--- src/rtl/lmd_pkg.sv ---
// ----------------------------------------------------------------------------
// Message deframer package
// Command codes, result codes and the result record shared by the modules.
// ----------------------------------------------------------------------------
`default_nettype none

package lmd_pkg;

  localparam int unsigned BYTE_W  = 8;
  localparam int unsigned WORD_W  = 32;
  localparam int unsigned TYPE_W  = 3;
  localparam int unsigned PART_W  = 4;
  localparam int unsigned TUSER_W = TYPE_W + PART_W + 2;

  // Command bytes.
  localparam logic [BYTE_W-1:0] CMD_DATA_B3_IND = 8'h22;
  localparam logic [BYTE_W-1:0] CMD_MESSAGE     = 8'h21;
  localparam logic [BYTE_W-1:0] CMD_NEW_NCCI    = 8'h25;
  localparam logic [BYTE_W-1:0] CMD_FREE_NCCI   = 8'h26;
  localparam logic [BYTE_W-1:0] CMD_START       = 8'h23;
  localparam logic [BYTE_W-1:0] CMD_STOP        = 8'h24;
  localparam logic [BYTE_W-1:0] CMD_INIT        = 8'h27;

  // Message type codes.
  localparam logic [TYPE_W-1:0] MT_DATA_B3  = 3'd0;
  localparam logic [TYPE_W-1:0] MT_MESSAGE  = 3'd1;
  localparam logic [TYPE_W-1:0] MT_NEW_NCCI = 3'd2;
  localparam logic [TYPE_W-1:0] MT_FREE_NCCI = 3'd3;
  localparam logic [TYPE_W-1:0] MT_START    = 3'd4;
  localparam logic [TYPE_W-1:0] MT_STOP     = 3'd5;
  localparam logic [TYPE_W-1:0] MT_INIT     = 3'd6;
  localparam logic [TYPE_W-1:0] MT_UNKNOWN  = 3'd7;

  // Part codes.
  localparam logic [PART_W-1:0] PART_APPL     = 4'd0;
  localparam logic [PART_W-1:0] PART_NCCI     = 4'd1;
  localparam logic [PART_W-1:0] PART_WINDOW   = 4'd2;
  localparam logic [PART_W-1:0] PART_MSG_LEN  = 4'd3;
  localparam logic [PART_W-1:0] PART_MSG_BYTE = 4'd4;
  localparam logic [PART_W-1:0] PART_DATA_LEN = 4'd5;
  localparam logic [PART_W-1:0] PART_DATA_BYTE = 4'd6;
  localparam logic [PART_W-1:0] PART_VER_LEN  = 4'd7;
  localparam logic [PART_W-1:0] PART_VER_BYTE = 4'd8;
  localparam logic [PART_W-1:0] PART_CMD_ONLY = 4'd9;

  // One result of the deframer step.
  typedef struct packed {
    logic              valid;
    logic [TYPE_W-1:0] msg_type;
    logic [PART_W-1:0] part;
    logic [WORD_W-1:0] value;
    logic              last;
    logic              blocked;
    logic              card_live;
  } lmd_result_t;

endpackage

`default_nettype wire

--- src/rtl/lli_message_deframer.sv ---
// A received byte is held in the input register until the step logic runs;
// a byte that yields a result then loads the result register, which shows
// it on the master side. The deframer takes one byte per cycle while the
// result register is free or being emptied downstream; a stalled result
// holds the flow. Reset (rst, synchronous, active high) empties both
// registers and returns the deframer to waiting for a command.
// ----------------------------------------------------------------------------
// Controller link message deframer
// Splits the controller's receive byte stream into words and payload bytes.
// ----------------------------------------------------------------------------
`default_nettype none

module lli_message_deframer
  import lmd_pkg::*;
(
  input  wire logic               clk,
  input  wire logic               rst,

  // Receive byte stream.
  input  wire logic               s_axis_tvalid,
  output logic                    s_axis_tready,
  input  wire logic [BYTE_W-1:0]  s_axis_tdata,   // [7:0] rx_byte

  // Result stream; tlast marks the final result of a message.
  output logic                    m_axis_tvalid,
  input  wire logic               m_axis_tready,
  output logic [WORD_W-1:0]       m_axis_tdata,   // [31:0] value
  output logic                    m_axis_tlast,   // last
  output logic [TUSER_W-1:0]      m_axis_tuser    // [2:0] msg_type, [6:3] part,
                                                  // [7] blocked, [8] card_live
);

  // The input register holds one accepted byte. It is consumed in the cycle
  // the step logic runs, which happens whenever the result register is free
  // or is being emptied by the downstream side. A byte that completes no
  // result still advances the message state but leaves the output untouched.
  logic              in_valid;
  logic [BYTE_W-1:0] in_byte;
  logic              advance;
  lmd_result_t       step_res;

  assign advance       = in_valid && (!m_axis_tvalid || m_axis_tready);
  assign s_axis_tready = !in_valid || advance;

  always_ff @(posedge clk) begin
    if (rst) begin
      in_valid <= 1'b0;
    end else if (s_axis_tvalid && s_axis_tready) begin
      in_valid <= 1'b1;
    end else if (advance) begin
      in_valid <= 1'b0;
    end
  end

  always_ff @(posedge clk) begin
    if (s_axis_tvalid && s_axis_tready) begin
      in_byte <= s_axis_tdata;
    end
  end

  lmd_step u_step (
    .clk     (clk),
    .rst     (rst),
    .step_en (advance),
    .rx_byte (in_byte),
    .res     (step_res)
  );

  // Result register. A pending result holds until the downstream side takes
  // it; the step only runs when this register can accept what it produces.
  always_ff @(posedge clk) begin
    if (rst) begin
      m_axis_tvalid <= 1'b0;
    end else if (advance && step_res.valid) begin
      m_axis_tvalid <= 1'b1;
    end else if (m_axis_tready) begin
      m_axis_tvalid <= 1'b0;
    end
  end

  always_ff @(posedge clk) begin
    if (advance && step_res.valid) begin
      m_axis_tdata <= step_res.value;
      m_axis_tlast <= step_res.last;
      m_axis_tuser <= {step_res.card_live, step_res.blocked,
                       step_res.part, step_res.msg_type};
    end
  end

endmodule

`default_nettype wire

--- src/rtl/lmd_step.sv ---
// ----------------------------------------------------------------------------
// Deframer step
// Message state and the per-byte next-state and result logic.
// ----------------------------------------------------------------------------
`default_nettype none

module lmd_step
  import lmd_pkg::*;
(
  input  wire logic              clk,
  input  wire logic              rst,
  input  wire logic              step_en,
  input  wire logic [BYTE_W-1:0] rx_byte,
  output lmd_result_t            res
);

  typedef enum logic [3:0] {
    PH_CMD     = 4'd0,
    PH_APPL    = 4'd1,
    PH_MSGLEN  = 4'd2,
    PH_MSG     = 4'd3,
    PH_DATALEN = 4'd4,
    PH_DATA    = 4'd5,
    PH_NCCI    = 4'd6,
    PH_WINDOW  = 4'd7,
    PH_VERLEN  = 4'd8,
    PH_VER     = 4'd9
  } phase_t;

  phase_t            phase, phase_next;
  logic [TYPE_W-1:0] cur_type, cur_type_next;
  logic [1:0]        byte_in_word, byte_in_word_next;
  logic [23:0]       word_acc, word_acc_next;
  logic [WORD_W-1:0] remaining, remaining_next;
  logic              stopped, stopped_next;
  logic              active, active_next;

  logic [WORD_W-1:0] word;
  logic [WORD_W-1:0] remaining_dec;
  logic              word_done;

  assign word          = {rx_byte, word_acc};
  assign remaining_dec = remaining - WORD_W'(1);
  assign word_done     = (byte_in_word == 2'd3);

  always_comb begin
    phase_next        = phase;
    cur_type_next     = cur_type;
    byte_in_word_next = byte_in_word;
    word_acc_next     = word_acc;
    remaining_next    = remaining;
    stopped_next      = stopped;
    active_next       = active;
    res.valid         = 1'b0;
    res.part          = PART_CMD_ONLY;
    res.value         = {{(WORD_W-BYTE_W){1'b0}}, rx_byte};
    res.last          = 1'b0;

    case (phase)
      PH_CMD: begin
        case (rx_byte)
          CMD_DATA_B3_IND: begin
            cur_type_next = MT_DATA_B3;
            phase_next    = PH_APPL;
          end
          CMD_MESSAGE: begin
            cur_type_next = MT_MESSAGE;
            phase_next    = PH_APPL;
          end
          CMD_NEW_NCCI: begin
            cur_type_next = MT_NEW_NCCI;
            phase_next    = PH_APPL;
          end
          CMD_FREE_NCCI: begin
            cur_type_next = MT_FREE_NCCI;
            phase_next    = PH_APPL;
          end
          CMD_INIT: begin
            cur_type_next = MT_INIT;
            phase_next    = PH_VERLEN;
          end
          CMD_START: begin
            cur_type_next = MT_START;
            stopped_next  = 1'b0;
            res.valid     = 1'b1;
            res.last      = 1'b1;
          end
          CMD_STOP: begin
            cur_type_next = MT_STOP;
            stopped_next  = 1'b1;
            res.valid     = 1'b1;
            res.last      = 1'b1;
          end
          default: begin
            cur_type_next = MT_UNKNOWN;
            res.valid     = 1'b1;
            res.last      = 1'b1;
          end
        endcase
      end

      PH_MSG, PH_DATA, PH_VER: begin
        res.valid      = 1'b1;
        remaining_next = remaining_dec;
        if (phase == PH_MSG) begin
          res.part = PART_MSG_BYTE;
        end else if (phase == PH_DATA) begin
          res.part = PART_DATA_BYTE;
        end else begin
          res.part = PART_VER_BYTE;
        end
        if (remaining_dec == '0) begin
          if (phase == PH_MSG && cur_type == MT_DATA_B3) begin
            phase_next = PH_DATALEN;
          end else begin
            if (phase == PH_VER) begin
              active_next = 1'b1;
            end
            phase_next = PH_CMD;
            res.last   = 1'b1;
          end
        end
      end

      PH_APPL, PH_MSGLEN, PH_DATALEN, PH_NCCI, PH_WINDOW, PH_VERLEN: begin
        if (!word_done) begin
          // Low three bytes collect in the accumulator, little end first.
          case (byte_in_word)
            2'd0:    word_acc_next[7:0]   = rx_byte;
            2'd1:    word_acc_next[15:8]  = rx_byte;
            default: word_acc_next[23:16] = rx_byte;
          endcase
          byte_in_word_next = byte_in_word + 2'd1;
        end else begin
          word_acc_next     = '0;
          byte_in_word_next = 2'd0;
          res.valid         = 1'b1;
          res.value         = word;
          case (phase)
            PH_APPL: begin
              res.part   = PART_APPL;
              phase_next = (cur_type <= MT_MESSAGE) ? PH_MSGLEN : PH_NCCI;
            end
            PH_NCCI: begin
              res.part = PART_NCCI;
              if (cur_type == MT_NEW_NCCI) begin
                phase_next = PH_WINDOW;
              end else begin
                phase_next = PH_CMD;
                res.last   = 1'b1;
              end
            end
            PH_WINDOW: begin
              res.part   = PART_WINDOW;
              phase_next = PH_CMD;
              res.last   = 1'b1;
            end
            PH_MSGLEN: begin
              res.part       = PART_MSG_LEN;
              remaining_next = word;
              if (word != '0) begin
                phase_next = PH_MSG;
              end else if (cur_type == MT_DATA_B3) begin
                phase_next = PH_DATALEN;
              end else begin
                phase_next = PH_CMD;
                res.last   = 1'b1;
              end
            end
            PH_DATALEN: begin
              res.part       = PART_DATA_LEN;
              remaining_next = word;
              if (word != '0) begin
                phase_next = PH_DATA;
              end else begin
                phase_next = PH_CMD;
                res.last   = 1'b1;
              end
            end
            default: begin
              res.part       = PART_VER_LEN;
              remaining_next = word;
              if (word != '0) begin
                phase_next = PH_VER;
              end else begin
                active_next = 1'b1;
                phase_next  = PH_CMD;
                res.last    = 1'b1;
              end
            end
          endcase
        end
      end

      default: begin
        phase_next = PH_CMD;
      end
    endcase

    // Flags in the result reflect the state after this byte.
    res.msg_type  = cur_type_next;
    res.blocked   = stopped_next;
    res.card_live = active_next;
  end

  always_ff @(posedge clk) begin
    if (rst) begin
      phase        <= PH_CMD;
      cur_type     <= MT_DATA_B3;
      byte_in_word <= 2'd0;
      word_acc     <= '0;
      remaining    <= '0;
      stopped      <= 1'b0;
      active       <= 1'b0;
    end else if (step_en) begin
      phase        <= phase_next;
      cur_type     <= cur_type_next;
      byte_in_word <= byte_in_word_next;
      word_acc     <= word_acc_next;
      remaining    <= remaining_next;
      stopped      <= stopped_next;
      active       <= active_next;
    end
  end

endmodule

`default_nettype wire

--- config.mk ---
export PLATFORM = sky130hd
export DESIGN_NAME = lli_message_deframer
export DESIGN_NICKNAME = d
export VERILOG_FILES = /design/src/rtl/lmd_pkg.sv /design/src/rtl/lli_message_deframer.sv /design/src/rtl/lmd_step.sv
export SDC_FILE = /design/constraint.sdc
export NUM_CORES = 1
export LEC_CHECK = 0
export BUFFER_PORTS_ARGS = -buffer_cell sky130_fd_sc_hd__buf_4
export CAP_MARGIN = 20
export CORE_MARGIN = 2
export CORE_UTILIZATION = 40
export DETAILED_ROUTE_END_ITERATION = 7
export PLACE_DENSITY = 0.62
export SLEW_MARGIN = 30
export SYNTH_ARGS = -nofsm -noshare
export SYNTH_HDL_FRONTEND = slang
export SYNTH_SLANG_ARGS = --single-unit
--- constraint.sdc ---
create_clock -name clk -period 8.35 [get_ports clk]
set_input_delay 1.67 -clock clk [delete_from_list [all_inputs] [get_ports clk]]
set_output_delay 1.67 -clock clk [all_outputs]
set_load 0.05 [all_outputs]
; After elaboration in Yosys (flattened, before gate mapping)
; Cells that the tools add are included.
; W data, S select, Z words.
[word_totals]
register_bits = 119
input_bits = 12
output_inout_bits = 44
elab_cells = 127
[classes]
mux = 52
n_addsub = 2
n_eq_ne = 24
reduce_logical = 32
order_cmp = 1
[ops]
columns = op, n
row1 = $mux W32, 2
row2 = $pmux W32 S2, 1
row3 = $eq A8 B6 Y1 const B, 7
row4 = $mux W37, 1
row5 = $logic_not A32 Y1, 1
row6 = $mux W8, 4
row7 = $reduce_bool A32 Y1, 1
row8 = $sub A32 B1 Y32 const B, 1
row9 = $mux W24, 1
row10 = $mux W4, 6
row11 = $pmux W3 S7, 1
row12 = $pmux W4 S5, 1
row13 = $mux W1, 19
row14 = $mux W3, 6
row15 = $eq A4 B3 Y1 const B, 4
row16 = $pmux W4 S2, 2
row17 = $pmux W3 S5, 1
row18 = $pmux W4 S3, 1
row19 = $reduce_bool A2 Y1, 5
row20 = $reduce_or A5 Y1, 2
row21 = $reduce_and A3 Y1, 3
row22 = $eq A4 B2 Y1 const B, 2
row23 = $eq A4 B4 Y1 const B, 2
row24 = $reduce_and A4 Y1, 2
row25 = other kinds (24), 35

; Logic depth before layout (Yosys ltp)
[logic_depth]
ltp_word = 6
ltp_mapped = 12
depth_no_buf = 10

; Hierarchy
; A second synthesis with hierarchy kept.
[hier_totals]
cells_unflattened = 691
hier_area_um2 = 6123.4
[by_module_without_submodules]
columns = module, instances, seq_area_each_um2, cells_each, area_per_inst_um2
row1 = lmd_step, 1, 1341.3, 630, 4519.3
row2 = lli_message_deframer, 1, 1541.5, 61, 1604.0

; Worst setup path after synthesis
; OpenSTA, ideal clock, no wires.
[synth_timing]
kind = in2out
start = in m_axis_tready
end = out s_axis_tready
setup_slack_ps = 4527
cell_stages = 1
t_arrival_ps = 2153
cell_sequence = nand3b_1
[synth_between]
elab_chain_cells = 3
[synth_rtl]
columns = element, line_no
row1 = from (decl), lli_message_deframer.sv:26  ; input wire logic m_axis_tready,
row2 = $logic_or A1 B1 Y1, lli_message_deframer.sv:42  ; assign advance = in_valid && (!m_axis_tvalid || m_axis_tready);
row3 = $logic_and A1 B1 Y1, lli_message_deframer.sv:42
row4 = $logic_or A1 B1 Y1, lli_message_deframer.sv:43  ; assign s_axis_tready = !in_valid || advance;
row5 = to (decl), lli_message_deframer.sv:21  ; output logic s_axis_tready,
; No other way between the ends.

; Worst setup path in the final report
; Ends and elaborated chain as after synthesis.

==> reports/results.txt <==
Initial drt markers = 484
Layout cells sized above 1 = 0.153
RSZ-0062 raised after global routing = false
CP Capture Type = output pin
Final period utilization = 0.461
Register bit total from synthesis = 119
Critical path class = primary input to output pin
Inserted Clock Buffers = 17
CTS tree = done
Power consumption = 1.35 mW
TritonRoute pass-1 iters = 5
Antenna diodes = 0
Final Util = 0.472
Final wirelength = 16600 um
Final hold violation count = 0
Largest net degree at the start of global routing = 87
Drt wl/cell = 18.0 um
Hold-critical path depth = 2
Detail Placement HPWL = 11300 um
Max IR drop VDD = 0.000129 V
Cell count after synthesis = 702
Final Setup Violations = 0
LEAKAGE = 2.84 nW
Final antenna-violating net count = 0
CP Data Arrival Time = 2.18 ns
First-pass GRT wire length = 26500 um
Remaining DRCs = 0
Setup TNS = 0 ns
Die W = 128 um
Top cells by count, synth = nor2_1, dfxtp_1, nand2_1
Root buffer cell = clkbuf_16
Worst Path Max Fanout = 3
Placement Setup Slack = 4.51 ns
GP Congestion = 0.850
F_max = 260 MHz
Maximum Capacitance Violations = 0
Fin. max-slew vios = 0
Relative slew margins = 0.327
Die area = 16500 um^2
Netlist cell types = 61
Postcts setup bufs = 0
Vias in the first global route = 5023
Hold WS = 0.489 ns
Seq/Total Area, Yosys = 0.466
Worst Tran Pin Value = 1.00 ns
FF-to-FF End = u_step.word_acc[4]
Num ports = 56
CTS clock-pin slew for the worst setup and hold paths = 0.05 ns
CTS Hold Buffers Added = 0
Crit path time final = 3.85 ns
Count leader, synth = nor2_1
Initial antenna violation count = 0
PortBufs = 55
WP data required = 6.68 ns
Area Overhead vs Synth = 15.5%
Startpoint Class = primary input
Syn avg cell area = 8.81 um^2
Reg2reg start = u_step.phase[1]
Area contributors post-synth = edfxtp_1, dfxtp_1, nor2_1, a21oi_1, o21ai_0
Synth Cell Area = 6190 um^2
Pwr Density = 189 nW/um^2
Outcome = completed
Synth top area share = 0.243
EDFF count, synth = 50
HP Class = register to register
HP Start = u_step.stopped
R2R depth = 8
Mapped Nets = 719
Top FF cell, synth = dfxtp_1
Synth warnings = 0
Reg2Reg Setup Slack = 4.86 ns
Final non-filler cell total = 926
Cell area after layout = 7150 um^2
Final nets = 742
Core Area = 15100 um^2
Via count = 5354
Rows = 45
Later-pin clock latency in the skew report = 0.42 ns
TritonCTS Sinks = 119
PostCTS Resize Cnt = 0
GR Overflow Total = 0
Starting Density = 0.409
Final worst slack = 4.50 ns
Leading area contributor after synthesis = edfxtp_1
Placed insts = 894
Worst Hold Path EP = u_step.stopped
Vias/cell = 5.78
FFs w/ async S/R, synth = 0
GRT Overall Usage = 0.208
Filler Cell Count = 1441
Die Y = 128 um
H-tree levels = 4
Worst Clk Skew = 0.00752 ns
DP Area = 6630 um^2
Bufs on Longest Clock Path = 2
==> report_power, final <==
part,internal (mW),switching [mW],total (mW)
registers,0.619,0.00979,0.629
clock network,0.400,0.244,0.644
logic,0.0212,0.0545,0.0757
total,1.04,0.308,1.35
==> worst max-delay path by stage <==
stage                     depth (start not counted)           from            end  slack [ns]
after detailed placement                          3  m_axis_tready  s_axis_tready        4.51
after global placement                            3  m_axis_tready  s_axis_tready        4.52
after CTS                                         3  m_axis_tready  s_axis_tready        4.50
after floorplan                                   1  m_axis_tready  s_axis_tready        4.53
final                                             3  m_axis_tready  s_axis_tready        4.50
after global routing                              3  m_axis_tready  s_axis_tready        4.47
==> critical path, stage by stage <==
cell      delay (ns)
buf_4           0.11
nand3b_1        0.19
buf_4           0.21
==> layout by cell type (no fill, tap or decap), types with 4 or more instances in the layout <==
cell type,count
o22ai_1,5
a31oi_1,5
nor2b_1,9
nand3_1,15
a22oi_1,14
xor2_1,10
mux2i_1,17
dfxtp_1,69
clkbuf_1,8
nor2_1,83
nand4_1,10
clkbuf_16,17
o21ai_0,52
nand2_1,69
nor4_1,21
and3_1,24
o31ai_1,9
edfxtp_1,50
or2_2,4
o211ai_1,9
inv_1,18
nand2b_1,4
a221oi_1,5
buf_4,62
ha_1,5
mux2_2,9
a211oi_1,5
nor4b_1,4
and2_1,5
a21oi_1,51
nor3_1,20
==> layer usage <==
| metal | vias up | part of all wire | GRT usage |
|---|---|---|---|
| li1 | 2605 | - | - |
| met2 | 168 | 0.49 | 0.339 |
| met3 | 22 | 0.055 | 0.0445 |
| met5 | - | 0 | 0 |
| met4 | 0 | 0.016 | 0.0789 |
| met1 | 2559 | 0.44 | 0.272 |
==> state kept, by name (all words and copies together), names as in the netlist <==
signal and flops:
m_axis_tlast 1, m_axis_tuser 9, u_step.active 1, m_axis_tvalid 1, u_step.remaining 32, u_step.stopped 1, in_byte 8, u_step.phase 4
u_step.cur_type 3, in_valid 1, m_axis_tdata 32, u_step.word_acc 24, u_step.byte_in_word 2
==> layout make-up <==
class / count / area (um^2) / area share
clock buffers: 28 / 497 / 0.0695
clock inverters: 4 / 22.5 / 0.00315
inverters: 18 / 67.6 / 0.00946
multi-input cells: 507 / 2980 / 0.416
flip-flops and latches: 119 / 2880 / 0.403
well taps: 188 / 235 / 0.0329
repair buffers: 62 / 465 / 0.0651
==> kinds of logic after synthesis <==
family / count (synthesis) / synth area share
AO/OA/AOI/OAI: 175 / 0.174
XOR/XNOR: 13 / 0.0184
adder cells (fa/ha/maj): 5 / 0.0101
buffers and inverters: 76 / 0.0546
flip-flops: 119 / 0.466
multiplexers: 27 / 0.0463
AND/OR/NAND/NOR: 287 / 0.231
No activity file was read; power rests on OpenSTA's default activity.
